## src/rtl/ptc_pkg.sv

```systemverilog
`default_nettype none
package ptc_pkg;

	localparam int ID_W = 48;
	localparam int BYTE_BITS = 8;
	localparam int ID_BYTES = ID_W / BYTE_BITS;
	localparam int CNT_W = 3;

	localparam logic [7:0] ONE_BYTE_LIMIT = 8'd244;
	localparam logic [7:0] PREFIX_BASE = 8'd249;

	localparam logic MODE_ENCODE = 1'b0;
	localparam logic MODE_DECODE = 1'b1;

	typedef struct packed {
		logic            mode;
		logic [ID_W-1:0] id_in;
		logic [7:0]      coded_in;
	} in_item_t;

	typedef struct packed {
		logic [7:0]      coded_out;
		logic [ID_W-1:0] id_out;
		logic            last;
		logic            error;
	} out_item_t;

	// pre-computed encode info for one id
	typedef struct packed {
		logic             err;
		logic             single;
		logic [CNT_W-1:0] n;
		logic [ID_W-1:0]  v;
	} enc_info_t;

endpackage
`default_nettype wire

```

## src/rtl/ptc_enc_prep.sv

```systemverilog
`default_nettype none
module ptc_enc_prep #(
	parameter int MAX_ID_BYTES = 6
) (
	input  wire logic [ptc_pkg::ID_W-1:0] id,
	input  wire logic [ptc_pkg::ID_W-1:0] base,
	output ptc_pkg::enc_info_t            info
);

	localparam int LIM_BITS = (MAX_ID_BYTES * ptc_pkg::BYTE_BITS < ptc_pkg::ID_W) ?
		MAX_ID_BYTES * ptc_pkg::BYTE_BITS : ptc_pkg::ID_W;
	localparam logic [ptc_pkg::ID_W-1:0] FIT_MASK = (LIM_BITS == ptc_pkg::ID_W) ?
		{ptc_pkg::ID_W{1'b1}} : ((ptc_pkg::ID_W)'(1) << LIM_BITS) - (ptc_pkg::ID_W)'(1);

	logic [ptc_pkg::ID_W:0]   diff;
	logic [ptc_pkg::ID_W:0]   v_full;
	logic                     below;
	logic                     too_big;
	logic [ptc_pkg::CNT_W-1:0] n;

	assign diff    = {1'b0, id} - {1'b0, base};
	assign below   = diff[ptc_pkg::ID_W];
	assign v_full  = {diff[ptc_pkg::ID_W-1:0], 1'b0};
	assign too_big = v_full[ptc_pkg::ID_W] | (|(v_full[ptc_pkg::ID_W-1:0] & ~FIT_MASK));

	// count of significant bytes
	always_comb begin
		n = '0;
		for (int i = 0; i < ptc_pkg::ID_BYTES; i++) begin
			if (v_full[i*ptc_pkg::BYTE_BITS +: ptc_pkg::BYTE_BITS] != '0) begin
				n = ptc_pkg::CNT_W'(i + 1);
			end
		end
	end

	assign info.err    = below | too_big;
	assign info.single = (v_full[ptc_pkg::ID_W-1:0] <
		{{(ptc_pkg::ID_W-8){1'b0}}, ptc_pkg::ONE_BYTE_LIMIT});
	assign info.n      = n;
	assign info.v      = v_full[ptc_pkg::ID_W-1:0];

endmodule
`default_nettype wire

```

## src/rtl/ptc_dec.sv

```systemverilog
`default_nettype none
module ptc_dec #(
	parameter int MAX_ID_BYTES = 6
) (
	input  wire logic                     clk,
	input  wire logic                     arst_n,
	input  wire logic [ptc_pkg::ID_W-1:0] base,
	input  wire logic [7:0]               coded,
	input  wire logic                     fire,
	output logic                          has_res,
	output ptc_pkg::out_item_t            res
);

	localparam logic [3:0] MAX_B = 4'(MAX_ID_BYTES);

	logic [ptc_pkg::ID_W-1:0]  acc_q, acc_nxt;
	logic [ptc_pkg::CNT_W-1:0] left_q, left_nxt;
	logic                      infield_q, infield_nxt;
	logic [7:0]                cnt;

	assign cnt = coded - ptc_pkg::PREFIX_BASE;

	always_comb begin
		acc_nxt     = acc_q;
		left_nxt    = left_q;
		infield_nxt = infield_q;
		has_res     = 1'b0;
		res         = '0;
		if (infield_q) begin
			acc_nxt  = {acc_q[ptc_pkg::ID_W-9:0], coded};
			left_nxt = left_q - ptc_pkg::CNT_W'(1);
			if (left_nxt == '0) begin
				infield_nxt = 1'b0;
				has_res     = 1'b1;
				res.id_out  = {1'b0, acc_nxt[ptc_pkg::ID_W-1:1]} + base;
			end
		end else if (coded < ptc_pkg::ONE_BYTE_LIMIT) begin
			has_res    = 1'b1;
			res.id_out = {{(ptc_pkg::ID_W-7){1'b0}}, coded[7:1]} + base;
		end else if (coded <= ptc_pkg::PREFIX_BASE || {1'b0, cnt[2:0]} > MAX_B) begin
			has_res   = 1'b1;
			res.error = 1'b1;
		end else begin
			left_nxt    = cnt[ptc_pkg::CNT_W-1:0];
			acc_nxt     = '0;
			infield_nxt = 1'b1;
		end
	end

	always_ff @(posedge clk or negedge arst_n) begin
		if (!arst_n) begin
			acc_q     <= '0;
			left_q    <= '0;
			infield_q <= 1'b0;
		end else if (fire) begin
			acc_q     <= acc_nxt;
			left_q    <= left_nxt;
			infield_q <= infield_nxt;
		end
	end

endmodule
`default_nettype wire

```

## src/rtl/packed_transid_codec_top.sv

```systemverilog
// Packed transaction-id codec.
// Requests enter on in_valid/in_ready with in_data; results leave on
// out_valid/out_ready with out_data. base_id is written on cfg_valid with
// cfg_data (cfg_ready is always high); the user must write it only while
// no request is in flight, which the block itself does not enforce.
// A request waits in the input stage while the encoder emits its bytes one
// per cycle into the output register, when that register is free.
// Encode: 1 result (single byte or error) or n+1 results (prefix plus n
// bytes), which the request yields while it waits in the input stage.
// Decode: one request per cycle unless the output register stalls it;
// field bytes before the last give no result.
// Reset clears decode state, base_id, both valid flags and the byte counter.
// When out_ready is low the output register holds its result and the input
// stage stalls behind it if it has a result to send; in_ready drops while
// the input stage holds a request that still has a result to send.
`default_nettype none
module packed_transid_codec_top #(
	parameter int MAX_ID_BYTES = 6
) (
	input  wire logic                     clk,
	input  wire logic                     arst_n,
	input  wire logic                     in_valid,
	output logic                          in_ready,
	input  wire ptc_pkg::in_item_t        in_data,
	output logic                          out_valid,
	input  wire logic                     out_ready,
	output ptc_pkg::out_item_t            out_data,
	input  wire logic                     cfg_valid,
	output logic                          cfg_ready,
	input  wire logic [ptc_pkg::ID_W-1:0] cfg_data
);

	logic [ptc_pkg::ID_W-1:0]  base_q;
	ptc_pkg::enc_info_t        info_in, info_s1;
	logic                      valid_s1;
	logic                      mode_s1;
	logic [7:0]                coded_s1;
	logic [ptc_pkg::CNT_W-1:0] k_q;
	ptc_pkg::out_item_t        enc_res, dec_res, res;
	logic                      dec_has;
	logic                      enc_last;
	logic                      need_out, out_slot, emit, s1_done, dec_fire;
	logic [ptc_pkg::ID_BYTES-1:0][7:0] v_bytes;
	logic [ptc_pkg::CNT_W-1:0] idx;
	logic                      out_valid_q;
	ptc_pkg::out_item_t        out_q;

	assign cfg_ready = 1'b1;

	always_ff @(posedge clk or negedge arst_n) begin
		if (!arst_n) begin
			base_q <= '0;
		end else if (cfg_valid) begin
			base_q <= cfg_data;
		end
	end

	ptc_enc_prep #(.MAX_ID_BYTES(MAX_ID_BYTES)) u_prep (
		.id   (in_data.id_in),
		.base (base_q),
		.info (info_in)
	);

	ptc_dec #(.MAX_ID_BYTES(MAX_ID_BYTES)) u_dec (
		.clk     (clk),
		.arst_n  (arst_n),
		.base    (base_q),
		.coded   (coded_s1),
		.fire    (dec_fire),
		.has_res (dec_has),
		.res     (dec_res)
	);

	// encode byte selection
	assign v_bytes = info_s1.v;
	assign idx     = info_s1.n - k_q;

	always_comb begin
		enc_res  = '0;
		enc_last = 1'b0;
		if (k_q == '0) begin
			if (info_s1.err) begin
				enc_res.last  = 1'b1;
				enc_res.error = 1'b1;
				enc_last      = 1'b1;
			end else if (info_s1.single) begin
				enc_res.coded_out = info_s1.v[7:0];
				enc_res.last      = 1'b1;
				enc_last          = 1'b1;
			end else begin
				enc_res.coded_out = ptc_pkg::PREFIX_BASE + {5'b0, info_s1.n};
			end
		end else begin
			enc_res.coded_out = v_bytes[idx];
			enc_last          = (k_q == info_s1.n);
			enc_res.last      = enc_last;
		end
	end

	assign need_out = (mode_s1 == ptc_pkg::MODE_ENCODE) | dec_has;
	assign out_slot = !out_valid_q | out_ready;
	assign emit     = valid_s1 & need_out & out_slot;
	assign s1_done  = valid_s1 & (!need_out | out_slot) &
		((mode_s1 == ptc_pkg::MODE_DECODE) | enc_last);
	assign dec_fire = s1_done & (mode_s1 == ptc_pkg::MODE_DECODE);
	assign in_ready = !valid_s1 | s1_done;
	assign res      = (mode_s1 == ptc_pkg::MODE_ENCODE) ? enc_res : dec_res;

	always_ff @(posedge clk or negedge arst_n) begin
		if (!arst_n) begin
			valid_s1 <= 1'b0;
		end else if (in_ready) begin
			valid_s1 <= in_valid;
		end
	end

	always_ff @(posedge clk) begin
		if (in_ready && in_valid) begin
			mode_s1  <= in_data.mode;
			coded_s1 <= in_data.coded_in;
			info_s1  <= info_in;
		end
	end

	always_ff @(posedge clk or negedge arst_n) begin
		if (!arst_n) begin
			k_q <= '0;
		end else if (emit && mode_s1 == ptc_pkg::MODE_ENCODE) begin
			k_q <= enc_last ? '0 : k_q + ptc_pkg::CNT_W'(1);
		end
	end

	always_ff @(posedge clk or negedge arst_n) begin
		if (!arst_n) begin
			out_valid_q <= 1'b0;
		end else if (out_slot) begin
			out_valid_q <= emit;
		end
	end

	always_ff @(posedge clk) begin
		if (emit) begin
			out_q <= res;
		end
	end

	assign out_valid = out_valid_q;
	assign out_data  = out_q;

endmodule
`default_nettype wire

```

## config.mk

```make
export PLATFORM = sky130hd
export DESIGN_NAME = packed_transid_codec_top
export DESIGN_NICKNAME = d
export VERILOG_FILES = /design/src/rtl/ptc_pkg.sv /design/src/rtl/ptc_enc_prep.sv /design/src/rtl/ptc_dec.sv /design/src/rtl/packed_transid_codec_top.sv
export SDC_FILE = /design/constraint.sdc
export NUM_CORES = 1
export LEC_CHECK = 0
export ABC_AREA = 1
export BUFFER_PORTS_ARGS = -buffer_cell sky130_fd_sc_hd__buf_4
export CAP_MARGIN = 20
export CORE_MARGIN = 1.5
export CORE_UTILIZATION = 25
export CTS_BUF_LIST = sky130_fd_sc_hd__clkbuf_4
export DETAILED_ROUTE_END_ITERATION = 10
export PLACE_DENSITY = 0.5
export SYNTH_ARGS = -nofsm -noshare
export SYNTH_HDL_FRONTEND = slang
export SYNTH_HIERARCHICAL = 1
export SYNTH_SLANG_ARGS = --single-unit
```

## constraint.sdc

```tcl
create_clock -name clk -period 7.25 [get_ports clk]
set_clock_uncertainty 0.2 [all_clocks]
set_input_delay 0.725 -clock clk [delete_from_list [all_inputs] [get_ports clk]]
set_output_delay 0.725 -clock clk [all_outputs]
set_load 0.02 [all_outputs]
```

======== After elaboration in Yosys (flattened, before gate mapping) ========
Index checks and enable logic that the tools add are counted.
cells by class
  reductions and logical operators ........ 16
  bitwise logic cells ..................... 12
  equality and inequality tests ........... 3
  add/subtract/negate cells ............... 8
  order comparisons ....................... 5
  multiplexer cells ....................... 36
operator list
  cell                   count
  $mux W48               3
  $mux W40               3
  $sub A48 B48 Y49       1
  $add A47 B48 Y48       1
  $add A7 B48 Y48        1
  $lt A48 B8 Y1 const B  1
  $reduce_bool A8 Y1     6
  $mux W8                4
  $bmux W8 S3            1
  $mux W3                6
  $mux W1                17
  $le A8 B8 Y1 const B   1
  $lt A8 B8 Y1 const B   1
  $logic_not A3 Y1       2
  $or A1 B1 Y1           6
  $sub A3 B1 Y3 const B  2
  $add A4 B4 Y5 const A  1
  $and A1 B1 Y1          5
  $lt A3 B4 Y1 const B   1
  $mux W2                2
  $ne A2 B1 Y1 const B   2
  $add A3 B1 Y3 const B  1
  $eq A3 B3 Y1           1
  $gt A3 B3 Y1 const B   1
  7 further kinds        10
storage, ports and cells
  output and inout bits ................... 61
  bits in registers ....................... 216

======== Longest topological paths before layout ========
Gate-level depths: netlist of run 1.
  depth after elaboration ................. 13
  depth in mapped cells ................... 19
  mapped depth without buffers ............ 19

======== Hierarchy ========
The synthesis of run 1 kept the hierarchy.
modules (own cells, without submodules)
  module                    cells each  sequential area each (µm²)  area each (µm²)  instances
  ptc_dec                   1535        1101.1                      7946.4           1
  packed_transid_codec_top  588         4929.7                      7193.1           1
  ptc_enc_prep              1062        0.0                         4857.2           1

======== Worst setup path after synthesis of run 1 ========
Ideal clock, no wire load.
  path kind ............................... register to register
  start point ............................. reg u_dec/left_q[0] in the netlist's numbering
  end point ............................... reg coded_s1[0], enable pin
  cell stages (with the launch flop) ...... 12
  required time ........................... 6548 ps
  arrival ................................. 4682 ps
  setup time .............................. 502 ps
  setup slack ............................. 1866 ps
  clock period less this slack ............ 5384 ps
  path through ............................ dfrtp_1 > inv_1 > ha_1 > xnor2_1 > nand3_1 > clkbuf_1 > nand2_1 > nor2_1 > nor2_1 > nor2_1 > nand2_2 > a21oi_1
on the way
  word-level cells in the longest chain between the ends .. 11
ends and longest elaborated chain
  element                      line                             RTL
  start, declared              ptc_dec.sv:17                    logic [ptc_pkg::CNT_W-1:0] left_q, left_nxt;
  start signal, assigned       ptc_dec.sv:57                    left_q <= left_nxt;
  $sub A3 B1 Y3                ptc_dec.sv:31                    left_nxt = left_q - ptc_pkg::CNT_W'(1);
  $logic_not A3 Y1             ptc_dec.sv:32                    if (left_nxt == '0) begin
  $mux W1                      ptc_dec.sv:32
  $mux W1                      ptc_dec.sv:29                    if (infield_q) begin
  net dec_has                  packed_transid_codec_top.sv:40   logic dec_has;
  $or A1 B1 Y1                 packed_transid_codec_top.sv:100  assign need_out = (mode_s1 == ptc_pkg::MODE_ENCODE) | dec_has;
  $logic_not A1 Y1             packed_transid_codec_top.sv:103  assign s1_done = valid_s1 & (!need_out | out_slot) &
  $or A1 B1 Y1                 packed_transid_codec_top.sv:103
  $and A1 B1 Y1 (2 in series)  packed_transid_codec_top.sv:103
  $or A1 B1 Y1                 packed_transid_codec_top.sv:106  assign in_ready = !valid_s1 | s1_done;
  $logic_and A1 B1 Y1          packed_transid_codec_top.sv:118  if (in_ready && in_valid) begin
  end signal, assigned         packed_transid_codec_top.sv:120  coded_s1 <= in_data.coded_in;
  end, declared                packed_transid_codec_top.sv:37   logic [7:0] coded_s1;
The timed path passes the listed nets, and every way through them passes these cells.
A chain may end at the register's enable or synchronous reset.

======== Final worst setup path of run 1 ========
  start point ............................. reg u_dec.infield_q
  end point ............................... out in_ready
on the way
  word-level cells in the longest chain between the ends .. 7
ends and longest elaborated chain
  element                      line                             RTL
  start, declared              ptc_dec.sv:18                    logic infield_q, infield_nxt;
  start signal, assigned       ptc_dec.sv:58                    infield_q <= infield_nxt;
  $mux W1                      ptc_dec.sv:29
  net dec_has                  packed_transid_codec_top.sv:40
  $or A1 B1 Y1                 packed_transid_codec_top.sv:100
  $logic_not A1 Y1             packed_transid_codec_top.sv:103
  $or A1 B1 Y1                 packed_transid_codec_top.sv:103
  $and A1 B1 Y1 (2 in series)  packed_transid_codec_top.sv:103
  $or A1 B1 Y1                 packed_transid_codec_top.sv:106
  end, declared                packed_transid_codec_top.sv:23   output logic in_ready,
The timed path passes the listed nets, and every way through them passes these cells.

==> reports/qor.yml, run 1 <==
clock_tree:
  insertion_delay_ns: 0.86
  numCtsBuffers: 68
  htree_levels: 3
  clkTransAtPathRegs_ns: 0.06
  clock_path_buffers: 3
  cts_setup_buffers: 0
  cts-root-buf: "clkbuf_4"
  cts.hold.buffers_added: 60
  tritoncts: "yes"
  cts.sinks: 217
  post_cts_resized: 0
critical_path:
  cp.required_ns: 6.32
  path_class: "reg2out"
  worstSetupEndpointType: "output port"
  startpoint_type: "flop"
  critPathCapture: "in_ready"
  path_max_fanout: 45
  worstPathArrival_ns: 3.39
  reg2reg_depth: 11
  regToRegSetupSlack_ns: 3.47
  rr_startpoint: "u_dec/left_q[0]"
  startpoint: "u_dec/infield_q"
  r2r-end: "v_bytes[36]"
detailed_routing:
  vias_per_cell: 4.47
  routedWlPerCell_um: 17.6
  drc_errors: 0
  num_vias: 20300
  routed_wl_mm: 80.0
  drt_iter0_drc: 1747
  postRouteAntennaNets: 0
  dr.pass1.iters: 6
power_and_ir_drop:
  p_per_area_nw_per_um2: 299
  p_seq_share_pct: 29.4
  p_int_mw: 3.56
  ir_worst_vdd_v: 0.000130
  leakagePower_nw: 13.1
  clockPowerShare_pct: 17.5
  sw_frac_of_total_pct: 50.1
  p_total_mw: 7.12
  p_switching_mw: 3.57
  p_comb_share_pct: 53.0
sta:
  fin_crit_sh_pct: 59.5
  tightest_slew_ns: 1.05
  slew_viol_final: 0
  setup-violations-final: 0
  hold_viol: 0
  grt_setup_unrepaired: "false"
  min_period_ns: 4.31
  max_clock_freq_mhz: 232
  setup_tns_ns: 0
  relSlewSlack_pct: 29.8
hold_path:
  hold_path_class: "in2async"
final_layout:
  final_common_cell: "nand2_1"
  multi_input_area_um2: 11100
  syn_to_final_growth_pct: 19.2
  nFillCells: 9060
  nNetsFinal: 3668
  seq_area_um2: 6030
  final_cell_mix: "1,180 x nand2_1, 673 x inv_1, 260 x nor2_1"
  drive_above_1_share_pct: 12.0
place:
  post-dp-hpwl_mm: 65.9
  port_buffers: 169
  place_congestion: 0.931
yosys:
  yosysUniqueCellTypes: 54
  yosysWarnings: 6
  ys_seq_elements: 217
  ys_seq_area_share_pct: 30.2
  syn_area_um2: 20000
  syn_inst: 3185
  avgSynthCellArea_um2: 6.28
die:
  rows: 103
  core_um2: 79100
  die_x_um: 286
  die_area_um2: 81700
  ioPinCount: 171
  start_util_pct: 25.3
  die_h_um: 286
global_routing:
  grtUsageMet3_pct: 4.40
  busiest_layer: "met2"
  grt_max_degree: 67
  track_usage_pct: 19.3
  antenna_found_initial: 5
  grt_use_met2_pct: 28.6
  grt_pass1_vias: 18700
  grt_pass1_wl_mm: 117
  use_met1_pct: 27.4
  grt_overflow: 0
outcome:
  outcome: "finished clean"
run:
  maxCapViolCount: 0
==> metal layers <==
metal | part of all wire [%] | wire length, µm
met5 | 0.015 | 12
met3 | 7.9 | 6350
met4 | 2.6 | 2070
met2 | 42 | 33300
met1 | 48 | 38300
==> kinds of logic after synthesis <==
family / share of synthesized area, %
AO/OA/AOI/OAI: 5.24
XOR/XNOR: 1.01
adder cells (fa/ha/maj): 6.93
buffers and inverters: 14.5
flip-flops: 30.2
multiplexers: 2.70
other: 0.0563
AND/OR/NAND/NOR: 39.4
==> cell type report <==
class | count | area share [%]
antenna | 6 | 0.0630
clock buffer | 91 | 2.87
clock inverter | 22 | 0.593
inverter | 688 | 10.9
multi-input combinational | 2236 | 46.7
sequential | 217 | 25.3
tap | 1050 | 5.51
timing repair buffer | 238 | 8.13
==> metrics by stage <==
step / cells / instance area (µm²) / hold slack [ns] / util [%] / setup slack (ns)
2_1_floorplan: 3193 / 20000 / 0.229 / - / 1.87
3_3_place_gp: 4369 / 22400 / 0.270 / 28.3 / 3.62
3_5_place_dp: 4369 / 22400 / 0.271 / 28.3 / 3.60
4_1_cts: 4542 / 23800 / 0.118 / 30.1 / 2.90
5_1_grt: 4547 / 23800 / 0.165 / 30.1 / 2.68
6_report: 4548 / 23800 / 0.184 / 30.1 / 2.94
==> sequential cells by signal, summed over array words and instances, names as in the netlist, 3 cells and up <==
register / flops
base_q: 48
coded_s1: 8
info_s1: 5
k_q: 3
out_data: 58
u_dec/acc_q: 40
u_dec/left_q: 3
v_bytes: 48
==> critical path, cell delays in order (launching register included) <==
cell and delay (ns):
dfrtp_1 0.32, buf_4 0.43, nand3_1 0.85, nand2_1 0.35
nor2_1 0.08, nor2_1 0.09, nor2_1 0.05, nand2_2 0.11
nand2_1 0.08, buf_4 0.17
==> synth_stat cells (all sizes together) <==
cell	number	area share [%]
a211oi	1	0.063
a221oi	1	0.044
dfrtp	97	12
mux2	48	2.7
ha	106	6.6
nor3b	1	0.038
and2	11	0.36
a21oi	90	2.5
xnor2	11	0.48
o31ai	1	0.038
nor4	6	0.19
nor3	34	1.0
nand2	1212	23
o21bai	8	0.32
nor2	287	6.0
clkinv	2	0.038
inv	686	13
o21a	3	0.11
a31oi	5	0.16
fa	3	0.30
o21ai	72	1.8
conb	3	0.056
nand3b	11	0.41
o211ai	2	0.075
buf	36	1.3
clkbuf	16	0.30
edfxtp	120	18
nand4	54	1.8
nand3	237	6.2
a21o	3	0.11
a2111oi	1	0.044
or2	5	0.16
xor2	12	0.53
==> power by group through the flow <==
stage               Sequential (mW)  Clock, mW  Combinational [mW]
floorplan                      2.13          0                2.37
global placement               2.13          0                3.73
detailed placement             2.11          0                3.74
CTS                            2.10       1.30                3.78
global route                   2.13       1.36                4.20
finish                         2.10       1.25                3.78
==> worst min-delay path by stage <==
| stage | startpoint | endpoint | slack, ns | depth (start not counted) |
|---|---|---|---|---|
| after floorplan | arst_n | base_q[0] | 0.23 | 0 |
| after global placement | u_dec/acc_q[37] | u_dec/acc_q[37] | 0.27 | 2 |
| after detailed placement | u_dec/acc_q[37] | u_dec/acc_q[37] | 0.27 | 2 |
| after CTS | arst_n | base_q[42] | 0.12 | 2 |
| after global routing | arst_n | base_q[40] | 0.17 | 2 |
| final | arst_n | base_q[40] | 0.18 | 2 |
Power figures use the tool's default switching activity.
==> inputs of run 2 (changes only) <==
Settings changed: PLACE_DENSITY 0.5 to 0.51.
Clock period 7.25 ns to 3.95 ns, I/O delays scaled along.
==> run 2 against run 1 <==
Net effect:
- utilization up 0.68 points
- cell count grew 1.1%
- critical path depth rose by 5
- sequential share of layout area is 0.56 points lower
- global-route usage rose by 0.56 points
- critical path type unchanged
==> reports/qor.yml, run 2 (same netlist as run 1, synthesis figures left out) <==
place:
  post-dp-hpwl_mm: 68.0  # +3.2%
  place_area_um2: 22600  # +0.75%
  port_buffers: 169  # unchanged
  place_congestion: 0.962  # +3.3%
critical_path:
  path_class: "reg2out"
  rr_startpoint: "base_q[8]"
  worstPathArrival_ns: 2.73  # -0.66 ns
  reg2reg_depth: 14  # +3
  startpoint_type: "flop"
  path_common_cell: "nand2_1"
  regToRegSetupSlack_ns: 0.64  # -2.83 ns
  r2r-end: "info_s1[48]"
  cp.required_ns: 3.36  # -2.96 ns
  cpPeakStageDelay_ns: 0.43  # -0.42 ns
  worstSetupEndpointType: "output port"
  slowest_stage: "edfxtp_1"
  path_max_fanout: 4  # -91%
  crit_chain: "inv_1, ha_1, o21ai_0, nand2_1, nand2_1, nand2_1, inv_1, nand2_1, nor2_1, nor2_1, nor2_1, nand2_2, nand2_1, buf_4"
run:
  maxCapViolCount: 0  # unchanged
detailed_routing:
  drc_errors: 0  # unchanged
  routed_wl_mm: 82.5  # +3.1%
  routedWlPerCell_um: 17.9  # +2.0%
  drt_iter0_drc: 1691  # -3.2%
  dr.pass1.iters: 6  # unchanged
  num_vias: 20500  # +0.81%
  vias_per_cell: 4.46  # -0.29%
  postRouteAntennaNets: 0  # unchanged
clock_tree:
  insertion_delay_ns: 0.82  # -0.04 ns
  clock_path_buffers: 3  # unchanged
  cts-root-buf: "clkbuf_4"
  htree_levels: 3  # unchanged
  numCtsBuffers: 67  # -1.5%
  cts_setup_buffers: 0  # unchanged
  post_cts_resized: 0  # unchanged
  cts.sinks: 217  # unchanged
  cts.hold.buffers_added: 87  # +45%
  tritoncts: "yes"
  clkTransAtPathRegs_ns: 0.07  # about the same
global_routing:
  grt_pass1_wl_mm: 120  # +2.1%
  track_usage_pct: 19.8  # +0.56 points
  antenna_found_initial: 2  # -3
  grt_overflow: 0  # unchanged
  grt_max_degree: 59  # -12%
  grt_pass1_vias: 19000  # +1.3%
die:
  die_area_um2: 81700  # unchanged
  ioPinCount: 171  # unchanged
  rows: 103  # unchanged
  core_um2: 79100  # unchanged
  start_util_pct: 25.3  # unchanged
  die_x_um: 286  # unchanged
  die_h_um: 286  # unchanged
final_layout:
  syn_to_final_growth_pct: 21.9
  drive_above_1_share_pct: 12.5  # +0.53 points
  utilization_pct: 30.8  # +0.68 points
  final_cell_mix: "1,180 x nand2_1, 673 x inv_1, 260 x nor2_1"
  largest_reg_flops: 58  # unchanged
  final_common_cell: "nand2_1"
  nNetsFinal: 3713  # +1.2%
  postLayoutCellArea_um2: 24400  # +2.3%
sta:
  worst_hold_slack_ns: 0.0893  # -0.0945 ns
  grt_setup_unrepaired: "false"
  setup_tns_ns: 0  # unchanged
  tightest_slew_ns: 0.774  # -0.276 ns
  slew_viol_final: 0  # unchanged
  fin_crit_sh_pct: 84.1
  setup-violations-final: 0  # unchanged
  min_period_ns: 3.32
  hold_viol: 0  # unchanged
  relSlewSlack_pct: 48.4  # +19 points
  max_clock_freq_mhz: 301
power_and_ir_drop:
  ir_worst_vdd_v: 0.000180  # +38%
  p_total_mw: 13.4  # +88%
  leakagePower_nw: 13.4  # +2.0%
  p_per_area_nw_per_um2: 551  # +84%
hold_path:
  min_to: "base_q[17]"
  min-delay-start: "cfg_valid"
  whs_path_depth: 2
  hold_path_class: "in2reg"
outcome:
  outcome: "finished clean"
[run 2: cell types whose count changed in the layout (fill, tap and decap cells not counted), moves of 2 or more]
cell           delta
dlygate4sd3_1    +27
buf_4            +17
clkbuf_4          +6
bufinv_16         +3
inv_6             -3
buf_12            +2
[run 2: per-stage QoR]
step | instances | setup slack, ns
detailed placement | 4388 | 0.674
floorplan | 3193 | 0.238
global placement | 4388 | 0.668
finish | 4598 | 0.627
CTS | 4593 | 0.531
global route | 4597 | 0.360
[run 2: report_power, final]
| part | switching (mW) | internal, mW | total [mW] | leakage, nW |
|---|---|---|---|---|
| combinational | 4.91 | 2.23 | 7.14 | 10.5 |
| clock | 1.13 | 1.39 | 2.52 | 0.540 |
| sequential | 0.527 | 3.23 | 3.75 | 2.36 |
| total | 6.57 | 6.85 | 13.4 | 13.4 |
[run 2: worst max-delay path, delay by kind of cell (launching register included)]
kind | cells | cell delay (ns)
and+or+nand+nor | 9 | 0.81
DFF | 1 | 0.43
buffers and inverters | 3 | 0.35
adders and majority gates | 1 | 0.22
AOI/OAI and AO/OA | 1 | 0.15
[run 2: area by class of cell]
class	count	area (µm²)
fillers	9025	54800
multi-input cells	2236	11100
flip-flops and latches	217	6030
inverters	688	2590
repair buffers	284	2370
well taps	1050	1310
clock buffers	97	728
clock inverters	21	198
diodes	5	12.5
[run 2: worst max path at each step]
stage	cells after the start	startpoint	to	slack (ns)
floorplan	8	u_dec/left_q[0]	out_data[0]	0.24
global placement	16	base_q[18]	info_s1[48]	0.67
detailed placement	19	in_data[8]	info_s1[48]	0.67
CTS	14	coded_s1[0]	in_ready	0.53
global route	14	coded_s1[0]	in_ready	0.36
finish	14	coded_s1[0]	in_ready	0.63
[run 2: layer usage]
metal / part of all wire (%) / GRT usage (%) / vias to the layer above
li1: - / - / 10400
met1: 49 / 29.2 / 9233
met2: 40 / 28.7 / 725
met3: 7.2 / 3.37 / 102
met4: 3.1 / 7.18 / 0
met5: 0 / 0 / -
